File: src/sv/sm3_pkg.sv
// SM3 package: types, constants and round helper functions.
`default_nettype none
package sm3_pkg;
  localparam logic [31:0] T_LOW  = 32'h79cc4519;
  localparam logic [31:0] T_HIGH = 32'h7a879d8a;
  localparam logic [255:0] IV =
    256'h7380166f4914b2b9172442d7da8a0600a96f30bc163138aae38dee4db0fb0e4e;
  localparam logic [31:0] PAD_WORD = 32'h80000000;

  // Datapath commands, written each cycle by the controller.
  typedef enum logic [2:0] {
    CMD_NONE  = 3'd0,
    CMD_LOAD  = 3'd1,  // shift a word into the schedule window
    CMD_START = 3'd2,  // copy chaining value into working registers
    CMD_ROUND = 3'd3,  // one compression round
    CMD_FOLD  = 3'd4,  // xor working registers into chaining value
    CMD_INIT  = 3'd5   // reload initial value
  } dp_cmd_t;

  typedef struct packed {
    dp_cmd_t     cmd;
    logic [31:0] load_word;
    logic [5:0]  round;
    logic [2:0]  out_sel;
  } dp_ctrl_t;

  function automatic logic [31:0] rotl(input logic [31:0] x, input logic [4:0] k);
    logic [63:0] d;
    d = {x, x} << k;
    return d[63:32];
  endfunction

  function automatic logic [31:0] perm0(input logic [31:0] x);
    return x ^ rotl(x, 5'd9) ^ rotl(x, 5'd17);
  endfunction

  function automatic logic [31:0] perm1(input logic [31:0] x);
    return x ^ rotl(x, 5'd15) ^ rotl(x, 5'd23);
  endfunction
endpackage
`default_nettype wire

File: src/sv/sm3_stream_if.sv
// Valid/ready stream interface with a generic payload.
`default_nettype none
interface sm3_stream_if #(parameter int Width = 36);
  logic             valid;
  logic             ready;
  logic [Width-1:0] data;
  modport source (output valid, output data, input ready);
  modport sink   (input valid, input data, output ready);
endinterface
`default_nettype wire

File: src/sv/sm3_datapath.sv
// SM3 datapath: 16-word schedule window, working registers, chaining value.
`default_nettype none
module sm3_datapath import sm3_pkg::*; (
  input  wire logic     clk,
  input  wire logic     rst,
  input  wire dp_ctrl_t ctrl,
  output logic [31:0]   chain_word
);
  logic [31:0] win [16];
  logic [31:0] cv  [8];
  logic [31:0] a, b, c, d, e, f, g, h;
  logic [31:0] w_new, wj, wpj, tj, a12, ss1, ss2, ff, gg, tt1, tt2;
  logic        early;

  assign early = (ctrl.round < 6'd16);
  assign wj    = win[0];
  assign wpj   = win[0] ^ win[4];
  // Expansion for word j+16 from the current window.
  assign w_new = perm1(win[0] ^ win[7] ^ rotl(win[13], 5'd15))
                 ^ rotl(win[3], 5'd7) ^ win[10];
  assign tj    = early ? T_LOW : T_HIGH;
  assign a12   = rotl(a, 5'd12);
  assign ss1   = rotl(a12 + e + rotl(tj, ctrl.round[4:0]), 5'd7);
  assign ss2   = ss1 ^ a12;
  assign ff    = early ? (a ^ b ^ c) : ((a & b) | (a & c) | (b & c));
  assign gg    = early ? (e ^ f ^ g) : ((e & f) | (~e & g));
  assign tt1   = ff + d + ss2 + wpj;
  assign tt2   = gg + h + ss1 + wj;
  assign chain_word = cv[ctrl.out_sel];

  always_ff @(posedge clk) begin
    case (ctrl.cmd)
      CMD_LOAD: begin
        for (int i = 0; i < 15; i++) win[i] <= win[i+1];
        win[15] <= ctrl.load_word;
      end
      CMD_START: begin
        a <= cv[0]; b <= cv[1]; c <= cv[2]; d <= cv[3];
        e <= cv[4]; f <= cv[5]; g <= cv[6]; h <= cv[7];
      end
      CMD_ROUND: begin
        for (int i = 0; i < 15; i++) win[i] <= win[i+1];
        win[15] <= w_new;
        d <= c; c <= rotl(b, 5'd9); b <= a; a <= tt1;
        h <= g; g <= rotl(f, 5'd19); f <= e; e <= perm0(tt2);
      end
      default: ;
    endcase
  end

  always_ff @(posedge clk) begin
    if (rst || ctrl.cmd == CMD_INIT) begin
      for (int i = 0; i < 8; i++) cv[i] <= IV[255-32*i -: 32];
    end else if (ctrl.cmd == CMD_FOLD) begin
      cv[0] <= cv[0] ^ a; cv[1] <= cv[1] ^ b; cv[2] <= cv[2] ^ c; cv[3] <= cv[3] ^ d;
      cv[4] <= cv[4] ^ e; cv[5] <= cv[5] ^ f; cv[6] <= cv[6] ^ g; cv[7] <= cv[7] ^ h;
    end
  end
endmodule
`default_nettype wire

File: src/sv/sm3_control.sv
// SM3 controller: word intake, padding, round sequencing and digest output.
`default_nettype none
module sm3_control import sm3_pkg::*; (
  input  wire logic     clk,
  input  wire logic     rst,
  input  wire logic     in_valid,
  output logic          in_ready,
  input  wire logic [31:0] in_word,
  input  wire logic [2:0]  in_count,
  input  wire logic     in_last,
  output logic          out_valid,
  input  wire logic     out_ready,
  output logic [2:0]    out_index,
  output dp_ctrl_t      ctrl
);
  typedef enum logic [5:0] {
    ST_IDLE  = 6'b000001,
    ST_PAD   = 6'b000010,
    ST_START = 6'b000100,
    ST_ROUND = 6'b001000,
    ST_FOLD  = 6'b010000,
    ST_OUT   = 6'b100000
  } state_t;

  state_t      state, state_next;
  logic [3:0]  word_position;
  logic [63:0] message_length;
  logic [5:0]  round;
  logic        padding;      // message closed, padding words being fed
  logic        pad_extra;    // a full last word still owes the 0x80 word
  logic        len_hi_done;  // high length word already loaded
  logic [2:0]  out_sel;
  logic [2:0]  cnt;
  logic [31:0] keep, mark, short_word, in_load, pad_load;
  logic [63:0] len_sum;
  logic        take;

  assign cnt  = (in_count > 3'd4) ? 3'd4 : in_count;
  assign keep = (cnt == 3'd0) ? 32'd0 : ~(32'hffffffff >> {cnt[1:0], 3'b000});
  assign mark = 32'h80000000 >> {cnt[1:0], 3'b000};
  assign short_word = (in_word & keep) | mark;
  assign in_ready = (state == ST_IDLE);
  assign take = in_valid && in_ready;
  assign len_sum = message_length + {58'd0, (in_last ? cnt : 3'd4), 3'b000};
  assign in_load = (!in_last || cnt == 3'd4) ? in_word : short_word;

  // Padding stream: 0x80 word if owed, zeros, then the two length words.
  always_comb begin
    if (pad_extra) pad_load = PAD_WORD;
    else if (word_position == 4'd14) pad_load = message_length[63:32];
    else if (word_position == 4'd15 && len_hi_done) pad_load = message_length[31:0];
    else pad_load = 32'd0;
  end

  assign out_valid = (state == ST_OUT);
  assign out_index = out_sel;

  always_comb begin
    state_next = state;
    ctrl.cmd = CMD_NONE;
    ctrl.load_word = in_load;
    ctrl.round = round;
    ctrl.out_sel = out_sel;
    case (state)
      ST_IDLE: if (take) begin
        ctrl.cmd = CMD_LOAD;
        if (word_position == 4'd15) state_next = ST_START;
        else if (in_last) state_next = ST_PAD;
      end
      ST_PAD: begin
        ctrl.cmd = CMD_LOAD;
        ctrl.load_word = pad_load;
        if (word_position == 4'd15) state_next = ST_START;
      end
      ST_START: begin ctrl.cmd = CMD_START; state_next = ST_ROUND; end
      ST_ROUND: begin
        ctrl.cmd = CMD_ROUND;
        if (round == 6'd63) state_next = ST_FOLD;
      end
      ST_FOLD: begin
        ctrl.cmd = CMD_FOLD;
        if (!padding) state_next = ST_IDLE;
        else if (len_hi_done) state_next = ST_OUT;
        else state_next = ST_PAD;
      end
      ST_OUT: if (out_ready && out_sel == 3'd7) begin
        ctrl.cmd = CMD_INIT;
        state_next = ST_IDLE;
      end
      default: state_next = ST_IDLE;
    endcase
  end

  always_ff @(posedge clk) begin
    if (rst) begin
      state <= ST_IDLE;
      word_position <= 4'd0;
      message_length <= 64'd0;
      round <= 6'd0;
      padding <= 1'b0;
      pad_extra <= 1'b0;
      len_hi_done <= 1'b0;
      out_sel <= 3'd0;
    end else begin
      state <= state_next;
      if (ctrl.cmd == CMD_LOAD) word_position <= word_position + 4'd1;
      if (state == ST_IDLE && take) begin
        message_length <= len_sum;
        if (in_last) begin
          padding <= 1'b1;
          pad_extra <= (cnt == 3'd4);
        end
      end
      if (state == ST_PAD) begin
        if (pad_extra) pad_extra <= 1'b0;
        else if (word_position == 4'd14) len_hi_done <= 1'b1;
      end
      if (state == ST_ROUND) round <= round + 6'd1;
      if (state == ST_OUT && out_ready) begin
        out_sel <= out_sel + 3'd1;
        if (out_sel == 3'd7) begin
          padding <= 1'b0;
          len_hi_done <= 1'b0;
          message_length <= 64'd0;
          word_position <= 4'd0;
        end
      end
    end
  end
endmodule
`default_nettype wire

File: src/sv/sm3_hash_unit.sv
// SM3 hash unit top level: controller plus datapath behind stream ports.
// Sequencing: a word that fills a block is followed by its compression (load, start,
// 64 rounds, fold); other words are taken directly. A last word adds padding loads and one
// or two compressions, then eight digest transactions, one per cycle while out_ready is high.
// Each 16-word block is compressed (start, 64 rounds, fold) on the single shared round unit,
// and no new word is taken until the fold is done.
// Reset: synchronous active-high rst loads the SM3 initial value, clears counts.
`default_nettype none
module sm3_hash_unit import sm3_pkg::*; (
  input wire logic    clk,
  input wire logic    rst,
  sm3_stream_if.sink   in_msg,
  sm3_stream_if.source out_digest
);
  dp_ctrl_t    ctrl;
  logic [31:0] chain_word;
  logic [2:0]  out_index;
  logic        out_valid;

  // Payload order: message_word, byte_count, last_word.
  sm3_control u_ctrl (
    .clk       (clk),
    .rst       (rst),
    .in_valid  (in_msg.valid),
    .in_ready  (in_msg.ready),
    .in_word   (in_msg.data[35:4]),
    .in_count  (in_msg.data[3:1]),
    .in_last   (in_msg.data[0]),
    .out_valid (out_valid),
    .out_ready (out_digest.ready),
    .out_index (out_index),
    .ctrl      (ctrl)
  );

  sm3_datapath u_dp (
    .clk        (clk),
    .rst        (rst),
    .ctrl       (ctrl),
    .chain_word (chain_word)
  );

  // Digest words read straight from the held chaining value.
  assign out_digest.valid = out_valid;
  assign out_digest.data  = {chain_word, out_index, (out_index == 3'd7)};
endmodule
`default_nettype wire
File: src/flat_wrapper.sv
// flat-port wrapper written by rule: the top's interface ports become plain ports
module sm3_hash_unit_flat import sm3_pkg::*;
  (clk, rst, in_msg_valid, in_msg_data, in_msg_ready, out_digest_valid, out_digest_data, out_digest_ready);
  sm3_stream_if in_msg_i ();
  sm3_stream_if out_digest_i ();
  input wire logic clk;
  input wire logic rst;
  input wire logic [$bits(in_msg_i.valid)-1:0] in_msg_valid;
  input wire logic [$bits(in_msg_i.data)-1:0] in_msg_data;
  output wire logic [$bits(in_msg_i.ready)-1:0] in_msg_ready;
  output wire logic [$bits(out_digest_i.valid)-1:0] out_digest_valid;
  output wire logic [$bits(out_digest_i.data)-1:0] out_digest_data;
  input wire logic [$bits(out_digest_i.ready)-1:0] out_digest_ready;
  assign in_msg_i.valid = in_msg_valid;
  assign in_msg_i.data = in_msg_data;
  assign in_msg_ready = in_msg_i.ready;
  assign out_digest_valid = out_digest_i.valid;
  assign out_digest_data = out_digest_i.data;
  assign out_digest_i.ready = out_digest_ready;
  sm3_hash_unit u_core (.clk(clk), .rst(rst), .in_msg(in_msg_i), .out_digest(out_digest_i));
endmodule
File: config.mk
export PLATFORM = sky130hd
export DESIGN_NAME = sm3_hash_unit_flat
export DESIGN_NICKNAME = d
export VERILOG_FILES = /design/src/sv/sm3_pkg.sv /design/src/sv/sm3_stream_if.sv /design/src/sv/sm3_datapath.sv /design/src/sv/sm3_control.sv /design/src/sv/sm3_hash_unit.sv /design/src/flat_wrapper.sv
export SDC_FILE = /design/constraint.sdc
export NUM_CORES = 2
export LEC_CHECK = 0
export BUFFER_PORTS_ARGS = -buffer_cell sky130_fd_sc_hd__buf_2
export CORE_MARGIN = 2
export CORE_UTILIZATION = 62
export CTS_CLUSTER_SIZE = 28
export DETAILED_ROUTE_END_ITERATION = 8
export GPL_TIMING_DRIVEN = 1
export PLACE_DENSITY = 0.77
export SYNTH_ARGS = -nofsm -noshare
export SYNTH_HDL_FRONTEND = slang
export SYNTH_SLANG_ARGS = --single-unit
File: constraint.sdc
create_clock -name clk -period 30.6 [get_ports clk]
set_input_delay 4.59 -clock clk [delete_from_list [all_inputs] [get_ports clk]]
set_output_delay 4.59 -clock clk [all_outputs]
set_load 0.1 [all_outputs]
Yosys cells after proc, flatten, opt, wreduce, memory -nomap -nowiden

Memories as Yosys holds them, arrays and structs flattened. A register that Yosys moved wholly into a read port is not among the register bits.
Index checks and enable logic that the tools add are counted.

Memories: 2
Bits of input ports: 40
Word-level logic and storage cells: 210
Flip-flop bits (word level): 342
Bits in writable memories: 768

Multiplexer cells: 85
Shifts and indexed selects: 3
Equality and inequality tests: 21
Bitwise logic cells: 58
$lt $le $gt $ge: 2
$add $sub $neg: 12
Reductions and logical operators: 11

Memories:

| name            | depth | bits a word | read ports | clocked after Yosys merged registers in | write ports | RTL line           | source |
|---|---|---|---|---|---|---|---|
| u_core.u_dp.win | 16    | 32          | 16         | 0                                       | 16          | sm3_datapath.sv:9  | `logic [31:0] win [16];` |
| u_core.u_dp.cv  | 8     | 32          | 9          | 1                                       | 8           | sm3_datapath.sv:10 | `logic [31:0] cv [8];` |

Operator list:

| kind                                              | count |
|---|---|
| 2-to-1 mux 32 bit                                 | 32 |
| bitwise XOR 32 bit                                | 22 |
| case mux 32 bit (2 select lines)                  | 8 |
| adder 32 bit                                      | 8 |
| AND 32 bit                                        | 6 |
| 2-to-1 mux 64 bit                                 | 3 |
| bitwise OR 32 bit                                 | 4 |
| adder 64 x 6 -> 64 bit                            | 1 |
| inverter 32 bit                                   | 2 |
| << shifter 63 x 5 -> 64 bit                       | 1 |
| >> shifter 32 x 5 -> 32 bit, first input constant | 2 |
| 2-to-1 mux 6 bit                                  | 8 |
| case mux 6 bit (6 select lines)                   | 1 |
| 2-to-1 mux 26 bit                                 | 1 |
| bitwise OR 1 bit                                  | 24 |
| 2-to-1 mux 1 bit                                  | 23 |
| case mux 3 bit (6 select lines)                   | 1 |
| 2-to-1 mux 3 bit                                  | 5 |
| == test 3 bit, second input constant              | 4 |
| == test 6 bit, second input constant              | 2 |
| 2-to-1 mux 4 bit                                  | 3 |
| == test 4 bit, second input constant              | 2 |
| adder 6 x 1 -> 6 bit, second input constant       | 1 |
| == test 3 x 2 -> 1 bit, second input constant     | 2 |
| other kinds (19)                                  | 26 |

Depth between registers and ports, before layout

Depth after elaboration: 10
Depth in mapped cells: 45
Depth with buffers taken out: 40

Modules after synthesis

Synthesis repeated with hierarchy kept, for this count alone.

Cells, all modules: 4,986
Area total of the unflattened synthesis: 58,940.3 um^2

By module, submodules not included:

| module        | times used | area each (um^2) | cells an instance |
|---|---|---|---|
| sm3_datapath  | 1          | 54,267.0         | 4,395 |
| sm3_control   | 1          | 4,667.0          | 590 |
| sm3_hash_unit | 1          | 6.3              | 1 |

Worst setup path before layout

Ideal clock, no wire load.

Kind: input to register
From: in in_msg_valid
To: mem u_core.u_dp.win[0][0], enable pin
Slack: 9,744 ps
Cell stages on the path: 2
Setup time: 4,900 ps
Arrival time: 15,956 ps
Path through: nand2_4 nand3_1

RTL lines:

| item            | RTL line          | source |
|---|---|---|
| start, declared | flat_wrapper.sv:8 | `input wire logic [$bits(in_msg_i.valid)-1:0] in_msg_valid;` |
| end, declared   | sm3_datapath.sv:9 |  |

Final worst setup path

From: reg u_core.u_ctrl.round[4]
To: reg u_core.u_dp.e[8] (data pin)

Cells in the longest elaborated chain, start to end: 9
Elaborated cells on any way between the ends: 11
Those cells by class: 4 x add/sub; 1 x order compare; 1 x shift; 3 x mux; 2 x bitwise

Ends and longest elaborated chain:

| item                                 | RTL line           | source |
|---|---|---|
| start, declared                      | sm3_control.sv:28  | `logic [5:0] round;` |
| start signal, assigned               | sm3_control.sv:118 | `if (state == ST_ROUND) round <= round + 6'd1;` |
| less-than comparator 6 x 5 -> 1 bit  | sm3_datapath.sv:15 | `assign early = (ctrl.round < 6'd16);` |
| 2-to-1 mux 26 bit                    | sm3_datapath.sv:21 | `assign tj = early ? T_LOW : T_HIGH;` |
| << shifter 63 x 5 -> 64 bit          | sm3_pkg.sv:29      | `d = {x, x} << k;` |
| adder 32 bit                         | sm3_datapath.sv:23 | `assign ss1 = rotl(a12 + e + rotl(tj, ctrl.round[4:0]), 5'd7);` |
| adder 32 bit (*) (2 in a row)        | sm3_datapath.sv:28 | `assign tt2 = gg + h + ss1 + wj;` |
| bitwise XOR 32 bit                   | sm3_pkg.sv:34      | `return x ^ rotl(x, 5'd9) ^ rotl(x, 5'd17);` |
| bitwise XOR 32 bit (*)               | sm3_pkg.sv:34      |  |
| case mux 32 bit (2 select lines) (*) | sm3_datapath.sv:32 | `case (ctrl.cmd)` |
| end signal, assigned                 | sm3_datapath.sv:39 | `e <= cv[4]; f <= cv[5]; g <= cv[6]; h <= cv[7];` |
| end, declared                        | sm3_datapath.sv:11 | `logic [31:0] a, b, c, d, e, f, g, h;` |

Mark *: on every way between the ends. The rest lies on a longest branch, timed or not.
A chain may end at the register's enable or synchronous reset.

==> results_dict.tcl <==
set metrics [dict create \
    status "complete, no violations" \
    reg2reg_from "u_core.u_ctrl.round[4]" \
    hpwl_um 124700 \
    drtIter0Drc 5347 \
    async_flop_share_pct 0 \
    clk_latency_ps 730 \
    dieArea_mm2 0.09689 \
    hold_viol_final 0 \
    drive_gt1_share_pct 9.017 \
    cp_common_cell "fa_1" \
    r2r-end "u_core.u_dp.e[8]" \
    cts.sinks 1110 \
    hold_class "reg2reg" \
    finalWirelength_um 170400 \
    regMostFlops "u_core.u_dp.win" \
    ctsRootBufferMaster "clkbuf_16" \
    arrival_ps 10640 \
    min_period_ps 10240 \
    syn_inst 4915 \
    yosysSeqAreaShare_pct 55.47 \
    synth_nets 5250 \
    cts_hold_buf 0 \
    slowest_delay_ps 940 \
    synth_edf_count 1024 \
    cts_tree "done" \
    synth_common_cells "1024 x edfxtp_1, 889 x nand2_1, 537 x xnor2_1" \
    worst-path-max-fanout 46 \
    path_clk_slew_ps 70 \
    r2r_slack_ps 20360 \
    worstSetupPathType "reg2reg" \
    placementRows 112 \
    cp_num_cells 36 \
    cellPowerDensity_mw_per_mm2 93.35 \
    firstDrtPassIters 8 \
    post_cts_resized 0 \
    cts_buffers 110 \
    setup_ws_ps 20360 \
    cts_buffer_depth 3 \
    yosys.cell_count.top_type "edfxtp_1" \
    r2r_cells 36 \
    fin_skew_ps 59.86 \
    cp-endpoint "u_core.u_dp.e[8]" \
    reg_top3 "u_core.u_dp.win: 512 flops, u_core.u_dp.cv: 256 flops, u_core.u_ctrl.message_length: 61 flops" \
    setup_violations 0 \
    relSlewSlack_pct 18.27 \
    drc 0 \
    num_vias 38926 \
    ys_seq_elements 1110 \
    synth.top_cell.area_share_pct 52.53 \
    wire_per_inst_um 27.04 \
    ys.flop_type "edfxtp_1" \
    core_mm2 0.09347 \
    io_pins 78 \
    track_usage_pct 35.09 \
    nets 5288 \
    fin_setup_tns_ps 0 \
    ys_types 91 \
    fp.dieH_um 311.3 \
    cts_setup_buffers 0 \
    finalMaxSlewViolations 0 \
    fmax_mhz 97.66 \
    startpoint "u_core.u_ctrl.round[4]" \
    port_buffers 77 \
    grt_pass1_wl_um 247400 \
    rsz0062_at_grt "no" \
    antenna_found_initial 7 \
    overflow 0 \
    path_buf_inv 4 \
    crit_path_top_delay_cell "dfxtp_2" \
    avgSynthCellArea_um2 11.91 \
    synth_top_area_cell "edfxtp_1" \
    path_delay_family "compound AO/OA/AOI/OAI gates" \
    worst-slew-pin-transition_ps 1222 \
    ant_nets 0 \
    fillers 6627 \
    leakage_nw 23.20 \
    gp_congestion 1.042 \
    start_kind "flop" \
    yosys_warnings 0 \
    cp.required_ps 31000 \
    final_core_util_pct 68.35 \
    ctsHtreeMaxLevel 3 \
    grt_max_degree 193 \
    netlist_top_cells_area "edfxtp_1 53%, xnor2_1 8.0%, fa_1 6.5%, nand2_1 5.7%, dfxtp_1 2.9%" \
    timing.hold.ws_ps 415.6 \
    syn-cell-area_mm2 0.05854 \
    post-route-period-util_pct 33.46 \
    die_w_um 311.3 \
    vdd_drop_max_mv 0.1084 \
    p_total_mw 5.964 \
    largest_reg_flops 512 \
    area_growth_pct 9.135 \
    maxCapViolCount 0 \
    via_per_inst 6.176 \
    first_global_vias 36977 \
    worstSetupEndpointType "flop" \
    initial_utilization_pct 62.63 \
    post-place-ws_ps 20520 \
]
-- layer usage --
metal	global-route usage, %	wire length, um	share of wire [%]
met2	52.66	76300	45
met5	0	23	0.013
met4	21.26	12200	7.2
met1	48.60	66250	39
met3	5.650	15660	9.2
-- worst reg2reg max path, delay by kind of cell, from the launching register on --
family	cells	cell delay [ps]
AO/OA/AOI/OAI	15	3510
adder cells (fa/ha/maj)	7	3190
flip-flops	1	940
AND/OR/NAND/NOR	6	850
XOR/XNOR	3	850
buffers and inverters	4	530
multiplexers	1	120
-- stage by stage --
step,std cells,cell area (um^2)
final,6303,63890
after detailed placement,6095,60190
after CTS,6300,63880
after global routing,6300,63880
after global placement,6095,60190
after floorplan,4915,58540
-- cells by family (layout without fill, tap and decap cells) --
family | Yosys count | in the layout | share of synthesized area, %
muxes | 175 | 175 | 4.491
AOI/OAI and AO/OA | 654 | 654 | 6.788
xor gates and xnor gates | 721 | 721 | 10.84
DFF | 1110 | 1110 | 55.47
other | 0 | 3 | 0
buffers and inverters | 417 | 548 | 2.717
and+or+nand+nor | 1542 | 1542 | 10.95
adders and majority gates | 296 | 296 | 8.746
-- cells in the final DEF (no fill, tap or decap), drive strengths merged, types with 128 or more instances in the layout --
master	n
a21oi	213
clkbuf	128
edfxtp	1024
fa	189
inv	231
nand2	891
nor2	386
o21ai	210
xnor2	537
xor2	182
-- final cells by class --
type                       instances  area, um^2  share of cell area, %
sequential                      1110       32480                  50.84
inverter                         228       860.8                  1.347
tap                             1254        1569                  2.456
multi-input combinational       3388       24570                  38.46
clock buffer                     128        2841                  4.448
antenna                            3       7.507                0.01175
clock inverter                    77       849.6                  1.330
timing repair buffer             115       708.2                  1.108
-- worst min-delay path by stage --
stage	startpoint	end	cells after the start
6_report	u_core.u_dp.win[1][23]	u_core.u_dp.win[0][247]	0
5_1_grt	u_core.u_dp.win[0][35]	u_core.u_dp.win[0][3]	0
4_1_cts	u_core.u_dp.win[0][178]	u_core.u_dp.win[0][146]	0
3_5_place_dp	u_core.u_dp.win[0][178]	u_core.u_dp.win[0][146]	0
3_3_place_gp	u_core.u_dp.win[0][206]	u_core.u_dp.win[0][174]	0
2_1_floorplan	u_core.u_dp.win[0][32]	u_core.u_dp.win[0][0]	0
-- power by group --
group,internal [mW],switching (mW),total (mW)
clock,0.795,0.600,1.39
combinational,0.859,1.43,2.29
sequential,2.11,0.167,2.28
Power figures use the tool's default switching activity.
